<file path="config.mk">
export PLATFORM = sky130hd
export DESIGN_NAME = tcm_mac
export DESIGN_NICKNAME = d
export VERILOG_FILES = /design/src/rtl/core/tcm_pkg.sv /design/src/rtl/core/tcm_mac.sv
export SDC_FILE = /design/constraint.sdc
export NUM_CORES = 2
export LEC_CHECK = 0
export BUFFER_PORTS_ARGS = -buffer_cell sky130_fd_sc_hd__buf_2
export CAP_MARGIN = 10
export CORE_UTILIZATION = 25
export CTS_CLUSTER_DIAMETER = 100
export DETAILED_ROUTE_END_ITERATION = 10
export PLACE_DENSITY = 0.41
export SYNTH_ARGS = -nofsm -noshare
export SYNTH_HDL_FRONTEND = slang
export SYNTH_SLANG_ARGS = --single-unit
</file>
<file path="constraint.sdc">
create_clock -name clock -period 24.5 [get_ports clock]
set_clock_uncertainty 0.2 [all_clocks]
set_input_delay 2.45 -clock clock [delete_from_list [all_inputs] [get_ports clock]]
set_output_delay 2.45 -clock clock [all_outputs]
set_load 0.03 [all_outputs]
</file>
<file path="src/rtl/core/tcm_pkg.sv">
// Shared types, codes and helpers for the tensor contraction block.
// No dependencies; every other file refers to it by scoped names.
package tcm_pkg;

   localparam int DATA_W    = 32;
   localparam int ACC_W     = 48;
   localparam int PROD_W    = 64;
   localparam int IDX_W     = 12;
   localparam int RIDX_W    = 9;
   localparam int CNT_W     = 4;
   localparam int ACT_W     = 3;
   localparam int CSR_IDX_W = 3;
   localparam int REQ_DATA_W = 48;
   localparam int RSP_DATA_W = 48;

   localparam logic [ACT_W-1:0] ACT_LOAD_A  = 3'd0;
   localparam logic [ACT_W-1:0] ACT_LOAD_U  = 3'd1;
   localparam logic [ACT_W-1:0] ACT_LOAD_B  = 3'd2;
   localparam logic [ACT_W-1:0] ACT_COMPUTE = 3'd3;
   localparam logic [ACT_W-1:0] ACT_READ    = 3'd4;

   localparam logic [CSR_IDX_W-1:0] REG_X_COUNT   = 3'd0;
   localparam logic [CSR_IDX_W-1:0] REG_W_COUNT   = 3'd1;
   localparam logic [CSR_IDX_W-1:0] REG_U_COUNT   = 3'd2;
   localparam logic [CSR_IDX_W-1:0] REG_A_COUNT   = 3'd3;
   localparam logic [CSR_IDX_W-1:0] REG_REP_COUNT = 3'd4;

   localparam logic STATUS_OK    = 1'b0;
   localparam logic STATUS_RANGE = 1'b1;

   localparam logic [ACC_W-1:0]  ACC_MAX   = 48'h7FFF_FFFF_FFFF;
   localparam logic [ACC_W-1:0]  ACC_MIN   = 48'h8000_0000_0000;
   localparam logic [PROD_W-1:0] TERM_POS_LIM = 64'h0000_7FFF_FFFF_FFFF;
   localparam logic [PROD_W-1:0] TERM_NEG_LIM = 64'h0000_8000_0000_0000;
   localparam logic [DATA_W-1:0] OUT_MAX   = 32'h7FFF_FFFF;
   localparam logic [DATA_W-1:0] OUT_MIN   = 32'h8000_0000;

   typedef struct packed {
      logic [CNT_W-1:0] x;
      logic [CNT_W-1:0] w;
      logic [CNT_W-1:0] u;
      logic [CNT_W-1:0] a;
      logic [CNT_W-1:0] r;
   } dims_type;

   typedef enum logic [1:0] {
      TOP_IDLE,
      TOP_READ,
      TOP_COMP
   } top_state_type;

   typedef enum logic [2:0] {
      SQ_IDLE,
      SQ_FETCH,
      SQ_MAU,
      SQ_MLO,
      SQ_MHI,
      SQ_TERM,
      SQ_ACC,
      SQ_WRITE
   } seq_state_type;

   typedef enum logic [2:0] {
      MAC_HOLD,
      MAC_CLEAR,
      MAC_AU,
      MAC_LO,
      MAC_HI,
      MAC_TERM,
      MAC_ACC
   } mac_op_type;

   function automatic int addr_width(int depth);
      return (depth > 1) ? $clog2(depth) : 1;
   endfunction

   // zero acts as one, anything above the maximum acts as the maximum
   function automatic logic [CNT_W-1:0] eff_count(logic [CNT_W-1:0] value, int maxv);
      if (value == '0) begin
         return CNT_W'(1);
      end else if (int'(value) > maxv) begin
         return CNT_W'(maxv);
      end else begin
         return value;
      end
   endfunction

endpackage

</file>
<file path="src/rtl/core/tcm_mac.sv">
// Shared multiply-accumulate unit: one 32x32 unsigned multiplier used three
// times per term, term truncation/saturation and 48-bit saturating accumulator.
// Depends on tcm_pkg.
module tcm_mac (
   input  logic                         clock,
   input  tcm_pkg::mac_op_type          op,
   input  logic [tcm_pkg::DATA_W-1:0]   a_data,
   input  logic [tcm_pkg::DATA_W-1:0]   u_data,
   input  logic [tcm_pkg::DATA_W-1:0]   b_data,
   output logic [tcm_pkg::DATA_W-1:0]   sum
);

   function automatic logic [tcm_pkg::DATA_W-1:0] mag(logic [tcm_pkg::DATA_W-1:0] v);
      return v[tcm_pkg::DATA_W-1] ? (tcm_pkg::DATA_W'(0) - v) : v;
   endfunction

   logic [tcm_pkg::PROD_W-1:0] prod_ff, prod_in;
   logic [tcm_pkg::DATA_W-1:0] lo_ff, lo_in;
   logic [tcm_pkg::DATA_W-1:0] mb_ff, mb_in;
   logic                       neg_ff, neg_in;
   logic [tcm_pkg::ACC_W-1:0]  term_ff, term_in;
   logic [tcm_pkg::ACC_W-1:0]  acc_ff, acc_in;

   logic [tcm_pkg::DATA_W-1:0] mul_x, mul_y;
   logic [tcm_pkg::PROD_W-1:0] mul_p;
   logic [tcm_pkg::PROD_W-1:0] q;
   logic [tcm_pkg::ACC_W:0]    acc_sum;

   always_comb begin
      case (op)
         tcm_pkg::MAC_AU: begin
            mul_x = mag(a_data);
            mul_y = mag(u_data);
         end
         tcm_pkg::MAC_LO: begin
            mul_x = prod_ff[tcm_pkg::DATA_W-1:0];
            mul_y = mb_ff;
         end
         tcm_pkg::MAC_HI: begin
            mul_x = prod_ff[tcm_pkg::PROD_W-1:tcm_pkg::DATA_W];
            mul_y = mb_ff;
         end
         default: begin
            mul_x = '0;
            mul_y = '0;
         end
      endcase
   end

   assign mul_p   = tcm_pkg::PROD_W'(mul_x) * tcm_pkg::PROD_W'(mul_y);
   assign q       = prod_ff + tcm_pkg::PROD_W'(lo_ff);
   assign acc_sum = {acc_ff[tcm_pkg::ACC_W-1], acc_ff} + {term_ff[tcm_pkg::ACC_W-1], term_ff};

   always_comb begin
      prod_in = prod_ff;
      lo_in   = lo_ff;
      mb_in   = mb_ff;
      neg_in  = neg_ff;
      term_in = term_ff;
      acc_in  = acc_ff;
      case (op)
         tcm_pkg::MAC_CLEAR: begin
            acc_in = '0;
         end
         tcm_pkg::MAC_AU: begin
            prod_in = mul_p;
            mb_in   = mag(b_data);
            neg_in  = a_data[tcm_pkg::DATA_W-1] ^ u_data[tcm_pkg::DATA_W-1]
                      ^ b_data[tcm_pkg::DATA_W-1];
         end
         tcm_pkg::MAC_LO: begin
            lo_in = mul_p[tcm_pkg::PROD_W-1:tcm_pkg::DATA_W];
         end
         tcm_pkg::MAC_HI: begin
            prod_in = mul_p;
         end
         tcm_pkg::MAC_TERM: begin
            if (neg_ff) begin
               term_in = (q > tcm_pkg::TERM_NEG_LIM) ? tcm_pkg::ACC_MIN
                         : tcm_pkg::ACC_W'(tcm_pkg::PROD_W'(0) - q);
            end else begin
               term_in = (q > tcm_pkg::TERM_POS_LIM) ? tcm_pkg::ACC_MAX
                         : q[tcm_pkg::ACC_W-1:0];
            end
         end
         tcm_pkg::MAC_ACC: begin
            if (acc_sum[tcm_pkg::ACC_W] != acc_sum[tcm_pkg::ACC_W-1]) begin
               acc_in = acc_sum[tcm_pkg::ACC_W] ? tcm_pkg::ACC_MIN : tcm_pkg::ACC_MAX;
            end else begin
               acc_in = acc_sum[tcm_pkg::ACC_W-1:0];
            end
         end
         default: begin
         end
      endcase
   end

   always_ff @(posedge clock) begin
      prod_ff <= prod_in;
      lo_ff   <= lo_in;
      mb_ff   <= mb_in;
      neg_ff  <= neg_in;
      term_ff <= term_in;
      acc_ff  <= acc_in;
   end

   // saturate to 32 bits
   always_comb begin
      if ((&acc_ff[tcm_pkg::ACC_W-1:tcm_pkg::DATA_W-1])
          || (~|acc_ff[tcm_pkg::ACC_W-1:tcm_pkg::DATA_W-1])) begin
         sum = acc_ff[tcm_pkg::DATA_W-1:0];
      end else begin
         sum = acc_ff[tcm_pkg::ACC_W-1] ? tcm_pkg::OUT_MIN : tcm_pkg::OUT_MAX;
      end
   end

endmodule

</file>
==> run_results.csv <==
group,metric,value,unit
worst_hold_path,hold_path.class,"register to register",
synth,ys_seq_area_share,13.5,%
synth,synth_fp_nets,7029,
drt,drc,0,
die,num_rows,163,
placement,place_ws,10.49,ns
placement,gp_congestion,0.906,
die,core-area,198000,µm²
cts,cts-root-buf,"clkbuf_16",
worst_setup_path,crit_end,"prod_ff[56]$_DFFE_PP_",
synth,netlist_area,50000,µm²
worst_setup_path,crit_buf_inv,6,
grt,gr-total-overflow,0,
synth,netlist_instances,5683,
sta,finalSetupViolCount,0,
synth,avgSynthCellArea,8.80,µm²
die,pin_count,132,
placement,place.port_buffers,131,
worst_setup_path,crit_required,24.62,ns
worst_setup_path,crit_slowest_cell,"o21ai_0",
worst_hold_path,hold_depth,3,
worst_setup_path,crit_fanout,22,
worst_setup_path,cp-start-kind,"input pin",
grt,grt_pass1_vias,42600,
worst_setup_path,worst_r2r_path_depth,30,
power_and_ir_drop,power_density,59.3,nW/µm²
worst_setup_path,r2r_slack,14.53,ns
power_and_ir_drop,switching_share,53.0,%
cts,cts-resized-gates,0,
worst_setup_path,crit_family,"adder cells",
power_and_ir_drop,power_frac_comb,65.5,%
synth,ys_top_cells_by_area,"fa_1, edfxtp_1, ha_1, inv_1, nand2_1",
die,initial_core_util,25.2,%
drt,vias_per_cell,4.87,
flow_run,maxCapViolCount,0,
finish,multiInputGateArea,38800,µm²
die,fp.dieW,449,µm
cts,cts_setup_buffers,0,
sta,setup_ws,10.99,ns
worst_setup_path,r2r-start,"prod_ff[16]$_DFFE_PP_",
sta,min_period_over_period,55.2,%
placement,dp_hpwl,154,mm
cts,clk_pin_slew,0.06,ns
synth,synth_edf_count,225,
power_and_ir_drop,finalPower,3270,µW
finish,area_growth_syn_to_layout,10.4,%
worst_setup_path,crit_cells,35,
drt,wl,199,mm
synth,yosys_warnings,0,
synth,synthTopCellsByCount,"inv_1, fa_1, nand2_1, nor2_1, ha_1",
synth,synth_top_area_cell,"fa_1",
grt,track_usage,19.6,%
cts,worstSkewPairLatency,0.62,ns
synth,yosysTopAreaCellShare,36.0,%
synth,synth_flop_cell,"edfxtp_1",
worst_setup_path,worstSetupPathType,"input pin to register",
drt,wl_per_cell,23.8,µm
drt,ant_nets,0,
cts,cts_tree,"done",
finish,layout-drive-gt1-share,7.40,%
synth,synth-async-reset-ratio,0,%
sta,maxSlewViolCount,0,
grt,antenna_found_initial,3,
synth,yosysMostFrequentCell,"inv_1",
grt,grt_max_degree,65,
power_and_ir_drop,p_int,1540,µW
power_and_ir_drop,power.net_switching,1730,µW
worst_setup_path,path_common_cell,"fa_1",
cts,clockBufferDepth,3,
cts,cts_htree_levels,2,
die,die_area,202000,µm²
power_and_ir_drop,leakage,0.0248,µW
cts,cts_inserted_buffers,34,
sta,fin_crit,13.51,ns
cts,cts_hold_buf,0,
status,status,"finished clean",
sta,setup-tns-final,0,ns
sta,rsz0062_at_grt,"false",
placement,dpl_cell_area,54100,µm²
drt,drtPass1Iterations,5,
synth,synth_seq_cells,225,
drt,drt-initial-drc-count,2766,
power_and_ir_drop,ir_worst_vdd,0.0572,mV
finish,nets,7038,
worst_setup_path,crit_arrival,13.63,ns
worst_setup_path,reg2reg_to,"prod_ff[56]$_DFFE_PP_",
finish,final_core_util,27.9,%
drt,num_vias,40700,
grt,grt_pass1_wl,293,mm
power_and_ir_drop,clkPwrFrac,15.6,%
die,die_y,449,µm
sta,worst_slew_pin_slew,1.27,ns
finish,seqCellArea,6760,µm²
synth,synthDistinctLibCells,93,
sta,fmax,74.0,MHz
finish,design_area,55200,µm²
sta,finalHoldViolCount,0,
power_and_ir_drop,seq_power_share,18.9,%
worst_setup_path,max_stage_delay,0.57,ns
finish,fill_cells,21300,
sta,relSlewSlack,15.5,%
worst_setup_path,crit_path_end_kind,"register",
worst_setup_path,critPathLaunch,"a_data[5]",
cts,clkSinkCount,225,
-- registers in the layout (all words and copies together), names as in the netlist --
register,flops
acc_ff,48
mb_ff,32
neg_ff,1
lo_ff,32
term_ff,48
prod_ff,64
-- final cells by class --
cell class                 count  share of cell area [%]
inverter                     961                    6.53
timing repair buffer         257                    2.90
tap                         2640                    5.98
sequential                   225                    12.2
clock inverter                26                   0.490
multi-input combinational   4213                    70.3
clock buffer                  36                    1.55
antenna                        1                 0.00453
-- metal layers --
metal | part of all wire (%) | vias to the layer above | routed length [µm] | track usage (%)
li1 | - | 18300 | - | -
met4 | 3.5 | 0 | 6900 | 6.08
met3 | 6.2 | 242 | 12300 | 3.50
met5 | 0 | - | 0 | 0
met2 | 46 | 1174 | 91500 | 31.8
met1 | 44 | 21000 | 88600 | 26.4
-- stage by stage --
step / hold WS, ns / instances
global route: 0.646 / 8358
global placement: 0.529 / 8296
floorplan: 0.398 / 5683
detailed placement: 0.529 / 8296
finish: 0.552 / 8359
CTS: 0.547 / 8358
-- logic make-up (layout without fill, tap and decap cells) --
group / after synthesis / count (layout) / share of synthesized area (%)
other: 0 / 1 / 0
flip-flops: 225 / 225 / 13.5
adder cells (fa/ha/maj): 1246 / 1246 / 44.7
multiplexers: 21 / 21 / 0.428
XOR/XNOR: 224 / 224 / 3.92
AO/OA/AOI/OAI: 900 / 900 / 12.1
buffers and inverters: 1245 / 1280 / 9.46
AND/OR/NAND/NOR: 1822 / 1822 / 15.9
-- how the worst min path moves through the flow --
stage	start	to
3_5_place_dp	acc_ff[0]$_SDFFCE_PP0P_	acc_ff[0]$_SDFFCE_PP0P_
6_report	acc_ff[0]$_SDFFCE_PP0P_	acc_ff[0]$_SDFFCE_PP0P_
2_1_floorplan	mb_ff[0]$_DFFE_PP_	prod_ff[0]$_DFFE_PP_
4_1_cts	acc_ff[0]$_SDFFCE_PP0P_	acc_ff[0]$_SDFFCE_PP0P_
3_3_place_gp	acc_ff[0]$_SDFFCE_PP0P_	acc_ff[0]$_SDFFCE_PP0P_
5_1_grt	acc_ff[0]$_SDFFCE_PP0P_	acc_ff[0]$_SDFFCE_PP0P_
-- worst min-delay path, cell delays in order, from the launching register on --
cell and delay (ns):
edfxtp_1 0.37, ha_1 0.13, inv_1 0.04, a21oi_1 0.11
-- power by group through the flow --
| stage | Sequential [µW] | Clock (µW) | Combinational (µW) |
|---|---|---|---|
| final | 617 | 511 | 2140 |
| after detailed placement | 622 | 0 | 2130 |
| after global routing | 619 | 537 | 2340 |
| after floorplan | 559 | 0 | 1370 |
| after CTS | 615 | 526 | 2150 |
| after global placement | 623 | 0 | 2130 |
-- placed cells by master, fill, tap and decap left out, drive strengths merged, types with 36 or more instances in the layout --
| master | n |
|---|---|
| inv | 963 |
| fa | 898 |
| nand2 | 698 |
| nor2 | 683 |
| ha | 348 |
| buf | 257 |
| edfxtp | 225 |
| o21ai | 223 |
| a21oi | 165 |
| a21o | 118 |
| xnor2 | 114 |
| xor2 | 110 |
| nand3 | 68 |
| nor3 | 60 |
| o21a | 54 |
| nand4 | 50 |
| o31ai | 45 |
| a22o | 37 |
| clkbuf | 36 |
Power figures use the tool's default switching activity.
