## src/rtl/core/tcm_pkg.sv

```systemverilog
// Shared types, codes and helpers for the tensor contraction block.
// No dependencies; every other file refers to it by scoped names.
package tcm_pkg;

   localparam int DATA_W    = 32;
   localparam int ACC_W     = 48;
   localparam int PROD_W    = 64;
   localparam int IDX_W     = 12;
   localparam int RIDX_W    = 9;
   localparam int CNT_W     = 4;
   localparam int ACT_W     = 3;
   localparam int CSR_IDX_W = 3;
   localparam int REQ_DATA_W = 48;
   localparam int RSP_DATA_W = 48;

   localparam logic [ACT_W-1:0] ACT_LOAD_A  = 3'd0;
   localparam logic [ACT_W-1:0] ACT_LOAD_U  = 3'd1;
   localparam logic [ACT_W-1:0] ACT_LOAD_B  = 3'd2;
   localparam logic [ACT_W-1:0] ACT_COMPUTE = 3'd3;
   localparam logic [ACT_W-1:0] ACT_READ    = 3'd4;

   localparam logic [CSR_IDX_W-1:0] REG_X_COUNT   = 3'd0;
   localparam logic [CSR_IDX_W-1:0] REG_W_COUNT   = 3'd1;
   localparam logic [CSR_IDX_W-1:0] REG_U_COUNT   = 3'd2;
   localparam logic [CSR_IDX_W-1:0] REG_A_COUNT   = 3'd3;
   localparam logic [CSR_IDX_W-1:0] REG_REP_COUNT = 3'd4;

   localparam logic STATUS_OK    = 1'b0;
   localparam logic STATUS_RANGE = 1'b1;

   localparam logic [ACC_W-1:0]  ACC_MAX   = 48'h7FFF_FFFF_FFFF;
   localparam logic [ACC_W-1:0]  ACC_MIN   = 48'h8000_0000_0000;
   localparam logic [PROD_W-1:0] TERM_POS_LIM = 64'h0000_7FFF_FFFF_FFFF;
   localparam logic [PROD_W-1:0] TERM_NEG_LIM = 64'h0000_8000_0000_0000;
   localparam logic [DATA_W-1:0] OUT_MAX   = 32'h7FFF_FFFF;
   localparam logic [DATA_W-1:0] OUT_MIN   = 32'h8000_0000;

   typedef struct packed {
      logic [CNT_W-1:0] x;
      logic [CNT_W-1:0] w;
      logic [CNT_W-1:0] u;
      logic [CNT_W-1:0] a;
      logic [CNT_W-1:0] r;
   } dims_type;

   typedef enum logic [1:0] {
      TOP_IDLE,
      TOP_READ,
      TOP_COMP
   } top_state_type;

   typedef enum logic [2:0] {
      SQ_IDLE,
      SQ_FETCH,
      SQ_MAU,
      SQ_MLO,
      SQ_MHI,
      SQ_TERM,
      SQ_ACC,
      SQ_WRITE
   } seq_state_type;

   typedef enum logic [2:0] {
      MAC_HOLD,
      MAC_CLEAR,
      MAC_AU,
      MAC_LO,
      MAC_HI,
      MAC_TERM,
      MAC_ACC
   } mac_op_type;

   function automatic int addr_width(int depth);
      return (depth > 1) ? $clog2(depth) : 1;
   endfunction

   // zero acts as one, anything above the maximum acts as the maximum
   function automatic logic [CNT_W-1:0] eff_count(logic [CNT_W-1:0] value, int maxv);
      if (value == '0) begin
         return CNT_W'(1);
      end else if (int'(value) > maxv) begin
         return CNT_W'(maxv);
      end else begin
         return value;
      end
   endfunction

endpackage

```

## src/rtl/core/tcm_ram.sv

```systemverilog
// Generic simple dual-port RAM: one write port, one registered read port.
// Uses tcm_pkg for the address width helper.
module tcm_ram #(
   parameter int WIDTH = 32,
   parameter int DEPTH = 8
) (
   input  logic                                      clock,
   input  logic                                      wr_en,
   input  logic [tcm_pkg::addr_width(DEPTH)-1:0]     wr_addr,
   input  logic [WIDTH-1:0]                          wr_data,
   input  logic [tcm_pkg::addr_width(DEPTH)-1:0]     rd_addr,
   output logic [WIDTH-1:0]                          rd_data
);

   logic [WIDTH-1:0] mem [DEPTH];
   logic [WIDTH-1:0] rd_data_ff;

   always_ff @(posedge clock) begin
      if (wr_en) begin
         mem[wr_addr] <= wr_data;
      end
      rd_data_ff <= mem[rd_addr];
   end

   assign rd_data = rd_data_ff;

endmodule

```

## config.mk

```make
export PLATFORM = sky130hd
export DESIGN_NAME = tcm_ram
export DESIGN_NICKNAME = d
export VERILOG_FILES = /design/src/rtl/core/tcm_pkg.sv /design/src/rtl/core/tcm_ram.sv
export SDC_FILE = /design/constraint.sdc
export NUM_CORES = 1
export LEC_CHECK = 0
export BUFFER_PORTS_ARGS = -buffer_cell sky130_fd_sc_hd__buf_2
export CAP_MARGIN = 10
export CORE_MARGIN = 1
export CORE_UTILIZATION = 35
export CTS_BUF_LIST = sky130_fd_sc_hd__clkbuf_4 sky130_fd_sc_hd__clkbuf_8 sky130_fd_sc_hd__clkbuf_16
export DETAILED_ROUTE_END_ITERATION = 8
export MAX_ROUTING_LAYER = met4
export SLEW_MARGIN = 10
export SYNTH_ARGS = -nofsm -noshare
export SYNTH_HDL_FRONTEND = slang
export SYNTH_SLANG_ARGS = --single-unit
export TNS_END_PERCENT = 5
```

## constraint.sdc

```tcl
create_clock -name clock -period 7.58 [get_ports clock]
set_input_delay 1.516 -clock clock [delete_from_list [all_inputs] [get_ports clock]]
set_output_delay 1.516 -clock clock [all_outputs]
set_load 0.005 [all_outputs]
```

==> impl_metrics.tcl, run 1 <==
set metrics [dict create \
    status "finished clean" \
    first_global_vias 4845 \
    finalSetupViolations 0 \
    period_minus_slack_ps 3090 \
    final_layout_size_suffix_gt1_share_pct 36.3 \
    path_cells "buf_4, buf_4, mux4_1, mux2_2" \
    vias_per_cell 4.91 \
    htree_num_levels 1 \
    drt_pass1_iterations 4 \
    clk-insertion-delay-late_ps 540 \
    grt-ovfl-total 0 \
    worst_path_max_delay_cell "mux4_1" \
    place_congestion 0.685 \
    clock_sinks 288 \
    wirelength_um 19600 \
    synth-seq-cells 288 \
    crit_required_ps 8000 \
    grt_pass1_wl_um 29700 \
    fp-row-count 62 \
    async_flop_share_pct 0 \
    antenna_found_initial 3 \
    critPathArrivalTime_ps 3510 \
    vias 4510 \
    final_area_um2 12300 \
    clkTransAtPathRegs_ps 60 \
    synth_most_common_cell "edfxtp_1" \
    portBuffers 71 \
    grt_usage_pct 13.5 \
    post_dp_cell_area_um2 11300 \
    rsz0062_at_grt "no" \
    start_util_pct 36.0 \
    hpwlAfterDp_um 10100 \
    yosysSeqAreaShare_pct 79.6 \
    ctsHoldBuffers 0 \
    coreArea_um2 29100 \
    maxSlewViolCount 0 \
    hold_viol 0 \
    cts_root_buffer "clkbuf_16" \
    leakagePower_nw 4.12 \
    cp-start-kind "primary input" \
    fp.dieW_um 175 \
    relSlewSlack_pct 29.9 \
    clk_path_buf_depth 3 \
    ctsResizeCount 0 \
    synth_nets 455 \
    post_cts_buffers 0 \
    cp_top_family "buffers and inverters" \
    tns_ps 0 \
    synth_ff_type "edfxtp_1" \
    fmax_mhz 323 \
    synthToLayoutAreaGrowth_pct 17.2 \
    synth_area_leaders "edfxtp_1, mux4_1, dfxtp_1, mux4_2, mux2_2" \
    die-area_um2 30600 \
    syn_avg_cell_area_um2 25.2 \
    layout.nets 550 \
    worst_pin_slew_ps 1050 \
    crit_top_cell "buf_4" \
    initialDrtViolationCount 329 \
    crit_path_end_kind "register" \
    synth_top_cell_area_share_pct 73.4 \
    critPathBufInv 2 \
    cp_max_fo 36 \
    ir_worst_vdd_v 0.000167 \
    fin_crit_sh_pct 40.8 \
    max_stage_delay_ps 630 \
    grt_max_degree 65 \
    holdCritPathClass "register to register" \
    ys_types 13 \
    synth_edf_count 256 \
    synthesis.instances 415 \
    ys_warn_count 0 \
    crit_type "primary input to register" \
    syn_area_um2 10500 \
    clock_skew_ps 21.1 \
    die_h_um 175 \
    powerDensity_nw_per_um2 273 \
    netlist_top_cells_count "edfxtp_1, mux4_1, dfxtp_1, mux2_2, mux4_2" \
    drcViolationCount 0 \
    ant_nets 0 \
    wire_per_inst_um 21.3 \
    io_pins 72 \
    cts_tree "built" \
    cts_buffers 30 \
    synth.largest_area_cell "edfxtp_1" \
    maxCapViolCount 0 \
]
[path summary, 6_finish.rpt]
check | start | to | slack, ps | depth (start not counted)
worst min-delay path | mem[5][6] | rd_data[6] | 670 | 2
worst max-delay path | rd_addr[0] | rd_data[17] | 4490 | 4
worst max register to register | mem[1][29] | rd_data[29] | 6310 | 2
worst min register to register | mem[5][6] | rd_data[6] | 670 | 2
[placed cells by master, fill, tap and decap left out]
cell type   netlist  routed
bufinv_16         0       1
mux4_1           40      40
mux2_2           32      32
nor3_2            0       2
clkinv_2          0       4
diode_2           0       3
clkinv_1          0       6
nand2b_1          3       3
clkbuf_8          0       2
dfxtp_1          32      32
clkbuf_4          0       8
buf_2             6      70
clkinvlp_4        0       2
clkbuf_16         0      31
nor2_4            0       6
mux4_2           24      24
edfxtp_1        256     256
buf_4             0      11
nand2_1           2       2
[metal layers]
layer	wire length [um]	track usage (%)	part of all wire, %	vias to the layer above
met1	8610	17.7	44	2398
li1	-	-	-	1979
met3	965	2.70	4.9	28
met2	9730	21.8	50	105
met5	0	-	0	-
met4	294	3.30	1.5	0
[cell families (layout without fill, tap and decap cells)]
| group | after synthesis | in the layout | share of synthesized area, % |
|---|---|---|---|
| other | 0 | 3 | 0 |
| DFF | 288 | 288 | 79.6 |
| and+or+nand+nor | 13 | 13 | 0.562 |
| buffers and inverters | 18 | 135 | 1.22 |
| muxes | 96 | 96 | 18.6 |
[stage by stage]
step           setup slack (ps)  total power, mW  std cells  utilization [%]  hold slack [ps]
6_report                   4490             3.35        919             42.2              670
2_1_floorplan              3220             1.93        415                -              641
4_1_cts                    4430             3.39        916             42.1              674
5_1_grt                    4360             3.47        919             42.2              694
3_3_place_gp               3920             2.00        862             38.9              644
3_5_place_dp               3870             2.01        862             38.9              656
[final cells by class]
cell class | instances | area, um^2
diodes | 3 | 7.51
well taps | 384 | 480
multi-input cells | 109 | 2070
clock buffers | 41 | 863
flip-flops and latches | 288 | 8330
repair buffers | 81 | 433
clock inverters | 13 | 87.6
fillers | 2480 | 16800
[worst register-to-register path: cells and delay by family, from the launching register on]
| kind | cells | cell delay, ps |
|---|---|---|
| DFF | 1 | 370 |
| muxes | 2 | 790 |
[power breakdown]
group          internal, mW  switching (mW)  total, mW
combinational        0.0778          0.0806      0.158
sequential             1.79          0.0178       1.81
clock                 0.824           0.557       1.38
total                  2.70           0.656       3.35
[registers in the layout, summed over array words and instances (netlist names)]
| name | cells |
|---|---|
| mem | 256 |
| rd_data | 32 |
(Power assumes the default switching activity.)
==> inputs of run 2 (changes only) <==
--- a/config.mk
+++ b/config.mk
@@ -5,6 +5,7 @@
 export SDC_FILE = /design/constraint.sdc
 export NUM_CORES = 1
 export LEC_CHECK = 0
+export ABC_AREA = 1
 export BUFFER_PORTS_ARGS = -buffer_cell sky130_fd_sc_hd__buf_2
 export CAP_MARGIN = 10
 export CORE_MARGIN = 1
==> constraint.sdc (replaced) <==
create_clock -name clock -period 3.16 [get_ports clock]
set_input_delay 0.632 -clock clock [delete_from_list [all_inputs] [get_ports clock]]
set_output_delay 0.632 -clock clock [all_outputs]
set_load 0.005 [all_outputs]
==> run 2 against run 1 <==
  * Sequential share of layout area decreased by 7.2 points
  * Sequential power increased by 140%
  * Cell count rose by 85%
  * Clock-buffer cell count shrank 1
  * Combinational power rose to 3.3 times the previous value
  * Critical endpoint is now mem[0][27]
  * Highest routed layer unchanged
==> impl_metrics.tcl, run 2 <==
set metrics [dict create \
    status "finished clean" \
    critPathBufInv 3 \
    maxSlewViolCount 0 \
    clkTransAtPathRegs_ps 60 \
    die-area_um2 34700 \
    final_layout_size_suffix_gt1_share_pct 12.1 \
    switching_share_pct 22.0 \
    synth_top_cell_area_share_pct 64.7 \
    ctsHoldBuffers 0 \
    hold_viol 0 \
    cts_tree "built" \
    path_depth 5 \
    pwr-share-clk_pct 41.1 \
    drcViolationCount 0 \
    tns_ps 0 \
    synth-seq-cells 288 \
    first_global_vias 7340 \
    rrSetupSlack_ps 2210 \
    ir_worst_vdd_v 0.000384 \
    largest_register_ffs 256 \
    wire_per_inst_um 14.3 \
    switchingPower_mw 1.82 \
    placed_cells 1645 \
    crit_path_end "mem[0][27]" \
    fp-row-count 67 \
    wirelength_um 24300 \
    worst_pin_slew_ps 830 \
    place_congestion 0.760 \
    fmax_mhz 586 \
    syn_avg_cell_area_um2 10.3 \
    coreArea_um2 33400 \
    rsz0062_at_grt "no" \
    powerDensity_nw_per_um2 601 \
    grt_pass1_wl_um 38900 \
    holdCritPathClass "primary input to register" \
    final_common_cell "nand2_1" \
    post_cts_buffers 0 \
    netlist_top_cells_count "nand2_1, inv_1, edfxtp_1, nand3_1, dfxtp_1" \
    crit_type "primary input to register" \
    syn_area_um2 11900 \
    power.total_mw 8.24 \
    crit_required_ps 3380 \
    grt_usage_pct 15.1 \
    start_util_pct 35.5 \
    grt_max_degree 129 \
    synth_area_leaders "edfxtp_1, nand2_1, inv_1, dfxtp_1, nand3_1" \
    top_register "mem" \
    max_stage_delay_ps 510 \
    synthToLayoutAreaGrowth_pct 15.5 \
    hpwlAfterDp_um 14000 \
    final_cells 1703 \
    cp-start-kind "primary input" \
    p_comb_share_pct 6.3 \
    synth.largest_area_cell "edfxtp_1" \
    startpoint "wr_addr[0]" \
    clk-insertion-delay-late_ps 550 \
    die_h_um 186 \
    leakagePower_nw 6.26 \
    antenna_found_initial 1 \
    cts_root_buffer "clkbuf_16" \
    crit_path_end_kind "register" \
    ys_types 12 \
    worstReg2RegStart "mem[3][4]" \
    synth_most_common_cell "nand2_1" \
    worst_r2r_path_depth 6 \
    internal_power_mw 6.43 \
    critPathArrivalTime_ps 1930 \
    clock_skew_ps 7.56 \
    maxCapViolCount 0 \
    synth_nets 1196 \
    seqCellArea_um2 8330 \
    vias_per_cell 4.34 \
    relSlewSlack_pct 44.6 \
    fp.dieW_um 186 \
    multi_input_area_um2 2310 \
    ant_nets 0 \
    seqPwrFrac_pct 52.6 \
    layout.nets 1270 \
    clk_path_buf_depth 3 \
    initialDrtViolationCount 529 \
    cts_buffers 31 \
    vias 7387 \
    htree_num_levels 1 \
    path_cells "buf_2, inv_1, nand2_1, nor2_4, buf_4" \
    worst_r2r_endpoint "rd_data[4]" \
    cp_max_fo 18 \
    fin_hold_ws_ps 365 \
    synthesis.instances 1156 \
    period_minus_slack_ps 1710 \
    async_flop_share_pct 0 \
    clock_sinks 288 \
    worst_path_max_delay_cell "nor2_4" \
    portBuffers 71 \
    ctsResizeCount 0 \
    grt-ovfl-total 0 \
    io_pins 72 \
    yosysSeqAreaShare_pct 70.1 \
    drt_pass1_iterations 5 \
    ys_warn_count 0 \
    synth_edf_count 256 \
    nFillCells 3156 \
    finalSetupViolations 0 \
    final_cell_mix "nand2_1, inv_1, edfxtp_1, nand3_1, buf_2" \
    synth_ff_type "edfxtp_1" \
    cp_top_family "simple AND/OR/NAND/NOR gates" \
    fin_crit_sh_pct 54.0 \
]
[run 2: cell types whose count changed after synthesis, moves of 5 or more]
cell,previous run,this run
mux2_2,32,0
mux4_1,40,0
buf_2,6,20
nand3_1,0,128
mux4_2,24,0
clkbuf_1,1,7
inv_1,0,260
nand2_1,2,422
buf_4,0,5
[run 2: layout make-up]
| class | count | area share (%) |
|---|---|---|
| Antenna cell | 1 | 0.0183 |
| Clock buffer | 40 | 6.15 |
| Clock inverter | 17 | 0.867 |
| Inverter | 262 | 7.19 |
| Multi-Input combinational cell | 558 | 16.9 |
| Sequential cell | 288 | 60.7 |
| Tap cell | 448 | 4.09 |
| Timing Repair Buffer | 89 | 4.05 |
[run 2: stage by stage]
stage / area, um^2 / setup WS [ps] / utilization (%)
finish: 13700 / 1450 / 41.0
global route: 13700 / 1360 / 41.0
CTS: 13700 / 1450 / 41.0
detailed placement: 12700 / 877 / 38.1
global placement: 12700 / 920 / 38.1
floorplan: 11900 / 611 / -
[run 2: logic make-up (layout without fill, tap and decap cells)]
kind of cell / after synthesis / count (layout) / synth area share [%]
buffers and inverters: 310 / 408 / 10.9
other: 0 / 1 / 0
DFF: 288 / 288 / 70.1
and+or+nand+nor: 558 / 558 / 19.0
[run 2: worst register-to-register path, stage by stage (launching register included)]
cell and delay (ps):
edfxtp_1 370, inv_1 70, nand2_1 50, nand3_1 110
nand2_1 80, nand2_1 60, nand2_1 90
[run 2: power groups by stage]
stage	Clock [mW]	Combinational [mW]	Sequential, mW
final	3.39	0.522	4.34
after floorplan	0	0.307	4.42
after global routing	3.60	0.602	4.35
after detailed placement	0	0.532	4.42
after CTS	3.47	0.534	4.34
after global placement	0	0.522	4.41
[run 2: worst min-delay path by stage]
stage | depth (start not counted) | endpoint | slack [ps] | from
finish | 1 | mem[5][29] | 360 | wr_data[29]
global route | 1 | mem[5][5] | 350 | wr_data[5]
CTS | 1 | mem[2][8] | 340 | wr_data[8]
detailed placement | 6 | rd_data[21] | 620 | mem[2][21]
global placement | 6 | rd_data[18] | 610 | mem[1][18]
floorplan | 6 | rd_data[30] | 590 | mem[4][30]
[run 2: routing by layer]
layer	track usage (%)	up-vias	wire (um)
met4	3.61	0	416
met1	20.6	3456	11700
li1	-	3737	-
met2	23.6	160	11000
met3	2.34	34	1220
met5	-	-	0
==> inputs of run 3 (changes only) <==
--- a/config.mk
+++ b/config.mk
@@ -5,7 +5,7 @@
 export SDC_FILE = /design/constraint.sdc
 export NUM_CORES = 1
 export LEC_CHECK = 0
-export ABC_AREA = 1
+export ABC_AREA = 0
 export BUFFER_PORTS_ARGS = -buffer_cell sky130_fd_sc_hd__buf_2
 export CAP_MARGIN = 10
 export CORE_MARGIN = 1
==> constraint.sdc (replaced) <==
create_clock -name clock -period 1.44 [get_ports clock]
set_input_delay 0.288 -clock clock [delete_from_list [all_inputs] [get_ports clock]]
set_output_delay 0.288 -clock clock [all_outputs]
set_load 0.005 [all_outputs]
==> run 3 against run 2 <==
  * Utilization is 2.6 points higher
  * Non-clock buffer count is 21 higher
  * Critical path type is now register to output pin
  * Die area is 12% lower
  * Power is 110% higher
  * Hold slack worse by 340 ps
  * Via count is 39% lower
  * Combinational power is 80% higher
  * Clock-buffer cell count stayed put
  * Design area is 7.4% lower
  * Flip-flop and latch count stayed put
==> impl_metrics.tcl, run 3 (synthesis gave the netlist of run 1 again) <==
set metrics [dict create \
    status "finished clean" \
    vias 4481 \
    crit_required_ps 1150 \
    io_pins 72 \
    p_comb_share_pct 5.3 \
    internal_power_mw 14.2 \
    rsz0062_at_grt "no" \
    cp_max_fo 1 \
    vias_per_cell 4.74 \
    path_cells "buf_2" \
    final_cell_mix "edfxtp_1, buf_2, mux4_1, mux2_2, dfxtp_1" \
    grt_usage_pct 13.6 \
    grt-ovfl-total 0 \
    hpwlAfterDp_um 11600 \
    clock_sinks 288 \
    grt_max_degree 35 \
    cts_buffers 28 \
    seqPwrFrac_pct 53.9 \
    die_h_um 175 \
    drcViolationCount 0 \
    fmax_mhz 772 \
    worst_path_max_delay_cell "dfxtp_1" \
    fin_hold_ws_ps 20.3 \
    maxSlewViolCount 0 \
    crit_type "register to output pin" \
    place_congestion 0.667 \
    dp_slack_ps -247 \
    wire_per_inst_um 20.8 \
    antenna_found_initial 3 \
    clock_skew_ps 7.59 \
    placed_cells 887 \
    ir_worst_vdd_v 0.000818 \
    finalSetupViolations 0 \
    portBuffers 71 \
    cp-start-kind "register" \
    path_depth 1 \
    clk_path_buf_depth 3 \
    hold_viol 0 \
    layout.nets 577 \
    worst_r2r_path_depth 2 \
    cts_root_buffer "clkbuf_16" \
    crit_path_end "rd_data[2]" \
    ant_nets 0 \
    startpoint "rd_data[2]" \
    critPathBufInv 1 \
    fp-row-count 62 \
    switchingPower_mw 3.45 \
    critPathArrivalTime_ps 1010 \
    ctsResizeCount 0 \
    fp.dieW_um 175 \
    clk-insertion-delay-late_ps 530 \
    crit_path_end_kind "output pin" \
    clkTransAtPathRegs_ps 60 \
    largest_register_ffs 256 \
    top_register "mem" \
    initialDrtViolationCount 232 \
    period_minus_slack_ps 1290 \
    drt_pass1_iterations 4 \
    final_area_um2 12700 \
    worst_pin_slew_ps 255 \
    post_cts_buffers 0 \
    fin_crit_sh_pct 89.9 \
    final_cells 946 \
    htree_num_levels 1 \
    power.total_mw 17.7 \
    die-area_um2 30600 \
    start_util_pct 36.0 \
    post_dp_cell_area_um2 11700 \
    cp_top_family "flip-flops" \
    cts_tree "built" \
    switching_share_pct 19.5 \
    relSlewSlack_pct 83.0 \
    wirelength_um 19700 \
    coreArea_um2 29100 \
    synthToLayoutAreaGrowth_pct 21.2 \
    grt_pass1_wl_um 29800 \
    powerDensity_nw_per_um2 1390 \
    worst_r2r_endpoint "rd_data[6]" \
    max_stage_delay_ps 350 \
    leakagePower_nw 4.34 \
    first_global_vias 4995 \
    maxCapViolCount 0 \
    holdCritPathClass "primary input to register" \
    setup_slack_ps 145 \
    pwr-share-clk_pct 40.8 \
    final_common_cell "edfxtp_1" \
    worstReg2RegStart "mem[3][6]" \
    rrSetupSlack_ps 180 \
    final_layout_size_suffix_gt1_share_pct 39.5 \
]
[run 3: cell type report]
class | count | area, um^2
Clock buffer | 40 | 815
Clock inverter | 12 | 111
Tap cell | 384 | 480
Multi-Input combinational cell | 109 | 2090
Antenna cell | 3 | 7.51
Sequential cell | 288 | 8330
Timing Repair Buffer | 110 | 861
Fill cell | 2480 | 16400
[run 3: power by group through the flow]
stage | clock, mW | combinational [mW] | sequential, mW
floorplan | 0 | 0.490 | 9.68
global placement | 0 | 0.932 | 9.69
detailed placement | 0 | 0.957 | 9.70
CTS | 7.37 | 0.972 | 9.53
global route | 7.73 | 1.02 | 9.54
finish | 7.22 | 0.942 | 9.52
[run 3: timing repair]
item	in CTS	in global routing
hold buffers	4	0
hold endpoints to repair	16	0
endpoints found under the setup margin	0	0
[run 3: per-stage QoR]
| step | util [%] | TNS [ps] |
|---|---|---|
| 2_1_floorplan | - | -44650 |
| 3_3_place_gp | 40.3 | -6060 |
| 3_5_place_dp | 40.3 | -7430 |
| 4_1_cts | 43.6 | 0 |
| 5_1_grt | 43.6 | 0 |
| 6_report | 43.6 | 0 |
[run 3: routing by layer]
metal / wire, um / global-route usage, % / up-vias / share of wire [%]
li1: - / - / 2036 / -
met4: 371 / 3.01 / 0 / 1.9
met1: 8110 / 15.9 / 2315 / 41
met2: 10300 / 24.0 / 97 / 52
met5: 0 / - / - / 0
met3: 905 / 2.92 / 33 / 4.6
[run 3: worst min path at each step]
| stage | from | endpoint | slack [ps] | depth (start not counted) |
|---|---|---|---|---|
| final | wr_data[0] | mem[0][0] | 20 | 1 |
| after global routing | wr_data[25] | mem[1][25] | 10 | 1 |
| after CTS | wr_data[0] | mem[0][0] | 3 | 1 |
| after detailed placement | wr_data[24] | mem[1][24] | 550 | 1 |
| after global placement | wr_data[4] | mem[2][4] | 540 | 1 |
| after floorplan | wr_data[0] | mem[0][0] | 390 | 0 |
[run 3: worst register-to-register path, stage by stage, from the launching register on]
cell	delay, ps
edfxtp_1	370
mux4_1	510
mux2_2	280
